$ cat src/ede_pkg.sv
`timescale 1ns / 1ps
package ede_pkg;

  localparam int DIST_W      = 16;
  localparam int BYTE_W      = 8;
  localparam int ACT_W       = 2;
  localparam int MAX_REF_DEF = 64;

  localparam logic [ACT_W-1:0] ACT_APPEND = 2'd0;
  localparam logic [ACT_W-1:0] ACT_QUERY  = 2'd1;
  localparam logic [ACT_W-1:0] ACT_FINISH = 2'd2;

  localparam logic [DIST_W-1:0] DIST_MAX = {DIST_W{1'b1}};

  // One wavefront token moving down the row of cells.
  typedef struct packed {
    logic              valid;
    logic              fin;     // finish token: reports and clears
    logic              ovf;     // overflow flag captured at acceptance
    logic [BYTE_W-1:0] qbyte;
    logic [DIST_W-1:0] val;     // new value of the cell to the left
    logic [DIST_W-1:0] diag;    // old value of the cell to the left
    logic [DIST_W-1:0] res;     // distance, latched at the last reference cell
    logic [DIST_W-1:0] idx;     // reference length for this token
  } tok_t;

  function automatic logic [DIST_W-1:0] sat_inc(input logic [DIST_W-1:0] v);
    return (v == DIST_MAX) ? DIST_MAX : v + 1'b1;
  endfunction

  function automatic logic [DIST_W-1:0] min3(input logic [DIST_W-1:0] a,
                                             input logic [DIST_W-1:0] b,
                                             input logic [DIST_W-1:0] c);
    logic [DIST_W-1:0] m;
    m = (a < b) ? a : b;
    return (c < m) ? c : m;
  endfunction

endpackage

$ cat src/ede_cell.sv
`timescale 1ns / 1ps
module ede_cell import ede_pkg::*; #(
  parameter int J = 1
) (
  input  logic              clk,
  input  logic              rst,
  input  logic              adv,
  input  logic              wr_en,
  input  logic [BYTE_W-1:0] wr_byte,
  input  tok_t              tok_in,
  output tok_t              tok_out
);

  localparam logic [DIST_W-1:0] INIT = DIST_W'(J);

  logic [BYTE_W-1:0] chr;
  logic [DIST_W-1:0] row;
  logic [DIST_W-1:0] row_next;
  logic [DIST_W-1:0] pick;
  tok_t              tok_next;

  always_comb begin
    pick = (chr == tok_in.qbyte) ? tok_in.diag
                                 : sat_inc(min3(row, tok_in.val, tok_in.diag));
    tok_next = tok_in;
    row_next = row;
    if (tok_in.valid) begin
      if (tok_in.fin) begin
        row_next      = INIT;
        tok_next.val  = row;
        tok_next.diag = row;
        tok_next.res  = (tok_in.idx == INIT) ? row : tok_in.res;
      end else begin
        row_next      = pick;
        tok_next.val  = pick;
        tok_next.diag = row;
        tok_next.res  = (tok_in.idx == INIT) ? pick : tok_in.res;
      end
    end
  end

  always_ff @(posedge clk) begin
    if (rst) begin
      row           <= INIT;
      tok_out.valid <= 1'b0;
    end else if (adv) begin
      row     <= row_next;
      tok_out <= tok_next;
    end
  end

  always_ff @(posedge clk) begin
    if (wr_en) begin
      chr <= wr_byte;
    end
  end

endmodule
$ cat config.mk
export PLATFORM = sky130hd
export DESIGN_NAME = ede_cell
export DESIGN_NICKNAME = d
export VERILOG_FILES = /design/src/ede_pkg.sv /design/src/ede_cell.sv
export SDC_FILE = /design/constraint.sdc
export NUM_CORES = 1
export LEC_CHECK = 0
export BUFFER_PORTS_ARGS = -buffer_cell sky130_fd_sc_hd__buf_2
export CORE_ASPECT_RATIO = 0.9
export CORE_MARGIN = 2
export CORE_UTILIZATION = 40
export CTS_CLUSTER_DIAMETER = 120
export DETAILED_ROUTE_END_ITERATION = 8
export PLACE_DENSITY = 0.69
export SYNTH_ARGS = -nofsm -noshare
export SYNTH_HDL_FRONTEND = slang
export SYNTH_SLANG_ARGS = --single-unit
export TNS_END_PERCENT = 20
$ cat constraint.sdc
create_clock -name clk -period 18 [get_ports clk]
set_input_delay 4.5 -clock clk [delete_from_list [all_inputs] [get_ports clk]]
set_output_delay 4.5 -clock clk [all_outputs]
set_load 0.02 [all_outputs]
==> results of run 1 <==
## per-stage QoR
stage	total power, mW	std cells	hold WS, ns	utilization, %	worst slack [ns]
floorplan	0.339	601	0.486	-	6.66
global placement	0.378	931	0.456	47.7	6.11
detailed placement	0.379	931	0.462	47.7	5.82
CTS	0.572	947	0.479	49.7	6.16
global route	0.593	947	0.493	49.7	5.42
finish	0.569	947	0.477	49.7	6.10
## layout by cell type, fill, tap and decap left out, types with 3 or more instances in the layout
| cell type | n |
|---|---|
| a211oi_1 | 7 |
| mux2_2 | 12 |
| nor2b_1 | 4 |
| o221ai_1 | 3 |
| mux2i_1 | 23 |
| buf_2 | 161 |
| nand3b_1 | 13 |
| and4_1 | 3 |
| nor3_1 | 12 |
| o221ai_2 | 4 |
| xnor2_1 | 13 |
| nand4_1 | 11 |
| edfxtp_1 | 82 |
| clkinvlp_4 | 3 |
| o21ai_1 | 13 |
| clkbuf_16 | 9 |
| o22ai_1 | 3 |
| o21ai_0 | 26 |
| nand2b_1 | 3 |
| a21oi_1 | 28 |
| o31a_1 | 3 |
| o31ai_1 | 4 |
| nor4_1 | 11 |
| a31oi_1 | 32 |
| nor2_1 | 48 |
| dfxtp_1 | 17 |
| buf_4 | 5 |
| nand3_1 | 14 |
| nand2_1 | 51 |
| and3_1 | 8 |
| o21a_1 | 8 |
| ha_1 | 31 |
| inv_1 | 27 |
| xor2_1 | 10 |
| a21o_1 | 5 |
## cells by family (layout without fill, tap and decap cells)
family,after synthesis,in the layout,share of synthesized area [%]
simple gates,189,189,15.4
compound gates,161,161,18.9
flops,99,99,45.7
buf+inv,62,210,4.12
mux,36,36,6.20
fa+ha+maj,31,31,6.33
xor+xnor,23,23,3.28
## routing by layer
| layer | share of wire (%) | vias up | routed length, um |
|---|---|---|---|
| li1 | - | 2575 | - |
| met1 | 47 | 2539 | 8480 |
| met2 | 42 | 238 | 7640 |
| met3 | 8.8 | 26 | 1590 |
| met4 | 1.9 | 0 | 343 |
| met5 | 0 | - | 0 |
## state kept, by name (all words and copies together) (netlist names)
name	flops
chr	8
tok_out	75
row	16
## worst max-delay path, delay by kind of cell
kind / cells / cell delay [ns]
AOI/OAI and AO/OA: 10 / 3.71
and+or+nand+nor: 6 / 1.81
adders and majority gates: 3 / 0.90
muxes: 2 / 0.61
buffers and inverters: 3 / 0.53
## power breakdown
part,internal (mW),switching [mW]
sequential,0.263,0.00612
combinational,0.0384,0.0674
clock,0.108,0.0858
## worst max-delay path by stage
| stage | start | endpoint | slack (ns) | cells after the start |
|---|---|---|---|---|
| 4_1_cts | tok_in[62] | tok_out[49]$_DFFE_PP_ | 6.16 | 24 |
| 3_3_place_gp | tok_in[62] | tok_out[50]$_DFFE_PP_ | 6.11 | 24 |
| 5_1_grt | tok_in[61] | tok_out[49]$_DFFE_PP_ | 5.42 | 24 |
| 2_1_floorplan | tok_in[63] | tok_out[63]$_DFFE_PP_ | 6.66 | 28 |
| 6_report | tok_in[62] | tok_out[50]$_DFFE_PP_ | 6.10 | 24 |
| 3_5_place_dp | tok_in[62] | tok_out[49]$_DFFE_PP_ | 5.82 | 24 |
## final cells by class
cell class                      count  area, sq um  area share [%]
Tap cell                          198          248            3.35
Clock inverter                      7         75.1            1.02
Multi-Input combinational cell    440         3090            41.8
Clock buffer                        9          225            3.05
Timing Repair Buffer              166          843            11.4
Inverter                           28          105            1.42
Sequential cell                    99         2800            37.9
==> out/qor.csv, run 1 <==
metric,value,unit
status,"finished, final reports clean",
Synth area leader,edfxtp_1,
hold buffers post-CTS,0,
worst path arrival time,12.10,ns
Worst-Margin Slew,0.980,ns
clock root buffer master,clkbuf_16,
reg-to-reg startpoint,row[13]$_SDFFE_PP0P_,
Cells after Synth,601,
met2 Use GR,30.9,%
final worst path period need,11.90,ns
TritonRoute pass-1 iters,5,
FF-to-FF path depth,22,
PwrDens,77.0,mW/mm^2
"Max stage delay cell, worst path",o31ai_4,
synthesis-stage register bit count,99,
WL final,18000,um
starting density of the core,41.2,%
CTS Buffer Depth,2,
Hold Path Cell Cnt,2,
met1 Use GR,33.8,%
WHS Endpoint,tok_out[74]$_SDFFE_PP0P_,
post-layout instance area,0.00739,sq mm
# rows,42,
Die X,135,um
Finish-stage setup viols,0,
Hold Crit Start,tok_out[74]$_SDFFE_PP0P_,
die height,121,um
Fin. Hold Viols,0,
M3 GR Usage,4.80,%
P_leak,2.88,nW
HPWL Detailed,13800,um
Async SR Flop Fraction,0,%
pin count of the biggest net entering global routing,55,
RSZ-0062 raised after global routing,no,
worst reg2reg setup slack,9.94,ns
layout cells sized above 1,28.4,%
"top cells by count, synth","82 x edfxtp_1, 51 x nand2_1, 48 x nor2_1, 32 x a31oi_1, 31 x ha_1",
yosys warns,0,
"Setup Fix Bufs, Post-CTS",0,
# fillers,1398,
Area after DPL,0.00709,sq mm
TritonCTS Sinks,99,
f_max,0.0840,GHz
Mean Syn Cell Area,10.2,sq um
"Period Utilization, post-route",66.1,%
clk_lat worst skew,0.35,ns
core area,0.0149,sq mm
number of remaining DRC errors,0,
CP Cell Sequence,"buf_2, inv_1, ha_1, nand4_1, or4_4, o32a_1, nand3_1, buf_4, mux2i_1, ha_1, and3_1, a221o_1, a221o_1, a41oi_1, o21ai_4, a21oi_1, ha_1, nand3_1, nor4_1, mux2i_1, o31a_1, o31ai_4, o21ai_0, a31oi_1",
GRT overflow,0,
Starting DRT DRC Count,550,
crit start category,primary input,
Crit path top cell by count,ha_1,
setup TNS,0,ns
Final Skew,0.00998,ns
CP max FO,23,
worst ir drop on vdd,47.4,uV
HP Class,reg -> reg,
Ant. Diodes,0,
Overall Global Routing Usage,22.2,%
WP data required,18.20,ns
Syn-to-layout area delta,20.5,%
CTS Buf Count,9,
kind of critical path,in -> reg,
post-layout net count,862,
DR WL/cell,19.1,um
htree depth,3,
"CTS clk-pin slew, worst paths",0.07,ns
I/O pin cnt,162,
sequential area share after synthesis,45.7,%
Final Max Slew Viols,0,
Yosys cell types,64,
top-area cell type share of the netlist area,40.2,%
Post-Syn Area,0.00613,sq mm
Routed Antenna Nets,0,
gpl congestion,0.955,
net count after synthesis,719,
port bufs,161,
layer with the highest usage,met1,
first-pass GRT wire length,27700,um
Vias,5378,
initial antenna violation count,0,
TritonCTS clock tree,yes,
Setup crit end kind,flip-flop,
max-cap violations,0,
number of enable flip-flop cells after synthesis,82,
number of global-route vias before repair,4891,
die area,0.0163,sq mm
Relative slew margins,34.5,%
Reg-to-Reg End,tok_out[50]$_DFFE_PP_,
top-count cell post-synth,edfxtp_1,
crit-path max cell delay,0.65,ns
ys flop type,edfxtp_1,
Area contributors post-synth,"edfxtp_1 40%, ha_1 6.3%, dfxtp_1 5.5%",
Via density,5.68,
post-CTS sizing,0,
Note: power is estimated with default switching activity, not from simulation.
==> inputs of run 2 (changes only) <==
--- a/config.mk
+++ b/config.mk
@@ -11,7 +11,7 @@
 export CORE_UTILIZATION = 40
 export CTS_CLUSTER_DIAMETER = 120
 export DETAILED_ROUTE_END_ITERATION = 8
-export PLACE_DENSITY = 0.69
+export PLACE_DENSITY = 0.72
 export SYNTH_ARGS = -nofsm -noshare
 export SYNTH_HDL_FRONTEND = slang
 export SYNTH_SLANG_ARGS = --single-unit
==> constraint.sdc (replaced) <==
create_clock -name clk -period 10.8 [get_ports clk]
set_input_delay 2.7 -clock clk [delete_from_list [all_inputs] [get_ports clk]]
set_output_delay 2.7 -clock clk [all_outputs]
set_load 0.02 [all_outputs]
==> run 2 against run 1 <==
Design area increased by 0.42%; setup slack got worse by 5.3 ns; sequential power increased by 67%; final cell count increased by 0.11%; clock skew decreased by 0.0015 ns; wire length decreased by 0.55%; flip-flop and latch count unchanged; count of clock-buffer cells in the layout increased by 4.
==> out/qor.csv, run 2 (synthesis gave the netlist of run 1 again) <==
metric,value,unit
status,"finished, final reports clean",
number of remaining DRC errors,0,
Relative slew margins,31.5,%
hold buffers post-CTS,0,
crit start category,primary input,
PwrDens,132,mW/mm^2
die height,121,um
Finish-stage setup viols,0,
max reg flops,75,
Fin Hold WS,0.481,ns
setup TNS,0,ns
Top Registers,"tok_out x75, row x16, chr x8",
Vias,5394,
Die X,135,um
post-layout net count,862,
P_leak,2.90,nW
Overall Global Routing Usage,22.0,%
Hold Crit Start,tok_out[74]$_SDFFE_PP0P_,
Area after DPL,0.00709,sq mm
TritonCTS Sinks,99,
number of global-route vias before repair,4882,
f_max,0.0996,GHz
"most common cell after layout, fill and taps aside",buf_2,
Worst Setup SP,tok_in[60],
RSZ-0062 raised after global routing,no,
worst ir drop on vdd,67.7,uV
Worst-Margin Slew,1.03,ns
Final Max Slew Viols,0,
"CTS clk-pin slew, worst paths",0.06,ns
Starting DRT DRC Count,631,
clk_lat worst skew,0.34,ns
WP data required,10.98,ns
CTS Buffer Depth,2,
reg-to-reg startpoint,row[13]$_SDFFE_PP0P_,
layout cells sized above 1,28.2,%
CP max FO,14,
die area,0.0163,sq mm
Overall Power,979,uW
kind of critical path,in -> reg,
I/O pin cnt,162,
Final Skew,0.00844,ns
Hold Path Cell Cnt,2,
max-cap violations,0,
gpl congestion,0.977,
Via density,5.69,
WL final,17900,um
pin count of the biggest net entering global routing,55,
FF-to-FF path depth,21,
post-CTS sizing,0,
clock root buffer master,clkbuf_16,
"Setup Fix Bufs, Post-CTS",0,
post-layout instance area,0.00742,sq mm
WHS Endpoint,tok_out[74]$_SDFFE_PP0P_,
starting density of the core,41.2,%
largest register by flop count,tok_out,
Fin. Hold Viols,0,
HP Class,reg -> reg,
# rows,42,
initial antenna violation count,1,
worst path arrival time,10.22,ns
core area,0.0149,sq mm
GRT overflow,0,
Setup crit end kind,flip-flop,
HPWL Detailed,13700,um
htree depth,3,
first-pass GRT wire length,27600,um
worst reg2reg setup slack,2.85,ns
final worst setup slack,0.760,ns
DR WL/cell,18.9,um
most frequent cells in the layout,"161 x buf_2, 82 x edfxtp_1, 51 x nand2_1",
Routed Antenna Nets,0,
Reg-to-Reg End,tok_out[50]$_DFFE_PP_,
TritonRoute pass-1 iters,7,
TritonCTS clock tree,yes,
Syn-to-layout area delta,21.0,%
CTS Buf Count,9,
"Period Utilization, post-route",93.0,%
Place WS,0.621,ns
final worst path period need,10.04,ns
port bufs,161,
-- run 2: worst max-delay path by stage --
stage | end | cells past startpoint
2_1_floorplan | tok_out[63]$_DFFE_PP_ | 28
3_3_place_gp | tok_out[50]$_DFFE_PP_ | 23
3_5_place_dp | tok_out[50]$_DFFE_PP_ | 23
4_1_cts | tok_out[50]$_DFFE_PP_ | 23
5_1_grt | tok_out[50]$_DFFE_PP_ | 23
6_report | tok_out[50]$_DFFE_PP_ | 23
-- run 2: cell type report --
class / instances / area (sq um)
Timing Repair Buffer: 166 / 843
Antenna cell: 1 / 2.50
Sequential cell: 99 / 2800
Inverter: 28 / 105
Clock inverter: 3 / 68.8
Clock buffer: 13 / 260
Fill cell: 1381 / 7450
Tap cell: 198 / 248
Multi-Input combinational cell: 440 / 3090
-- run 2: per-layer routing --
| layer | track usage, % | vias up | wire length [um] |
|---|---|---|---|
| met5 | 0 | - | 0 |
| met3 | 4.80 | 20 | 1540 |
| met4 | 5.86 | 0 | 286 |
| met1 | 32.6 | 2538 | 8360 |
| li1 | - | 2572 | - |
| met2 | 32.3 | 264 | 7760 |
-- run 2: where the power goes --
group	internal [mW]	leakage (nW)	switching, mW
Clock	0.217	0.160	0.135
Combinational	0.0646	1.82	0.114
Sequential	0.438	0.916	0.0101
Total	0.720	2.90	0.259
-- run 2: through the flow --
stage	utilization [%]	instances
detailed placement	47.7	931
CTS	49.9	947
finish	49.9	948
global route	49.9	948
global placement	47.7	931
floorplan	-	601
-- run 2: worst max-delay path, cell delays in order --
cell and delay (ns):
buf_2 0.13, inv_1 0.09, ha_1 0.28, nand4_1 0.16, or4_4 0.60, o32a_1 0.37
nand3_1 0.54, mux2i_1 0.38, ha_1 0.29, and3_1 0.21, a221o_1 0.36, a221o_1 0.35
a41oi_1 0.55, a221oi_1 0.19, a21oi_1 0.25, ha_1 0.36, nand3_1 0.19, nor4_1 0.35
mux2i_1 0.28, o31a_1 0.40, o31ai_4 0.62, o21ai_0 0.32, a31oi_1 0.24
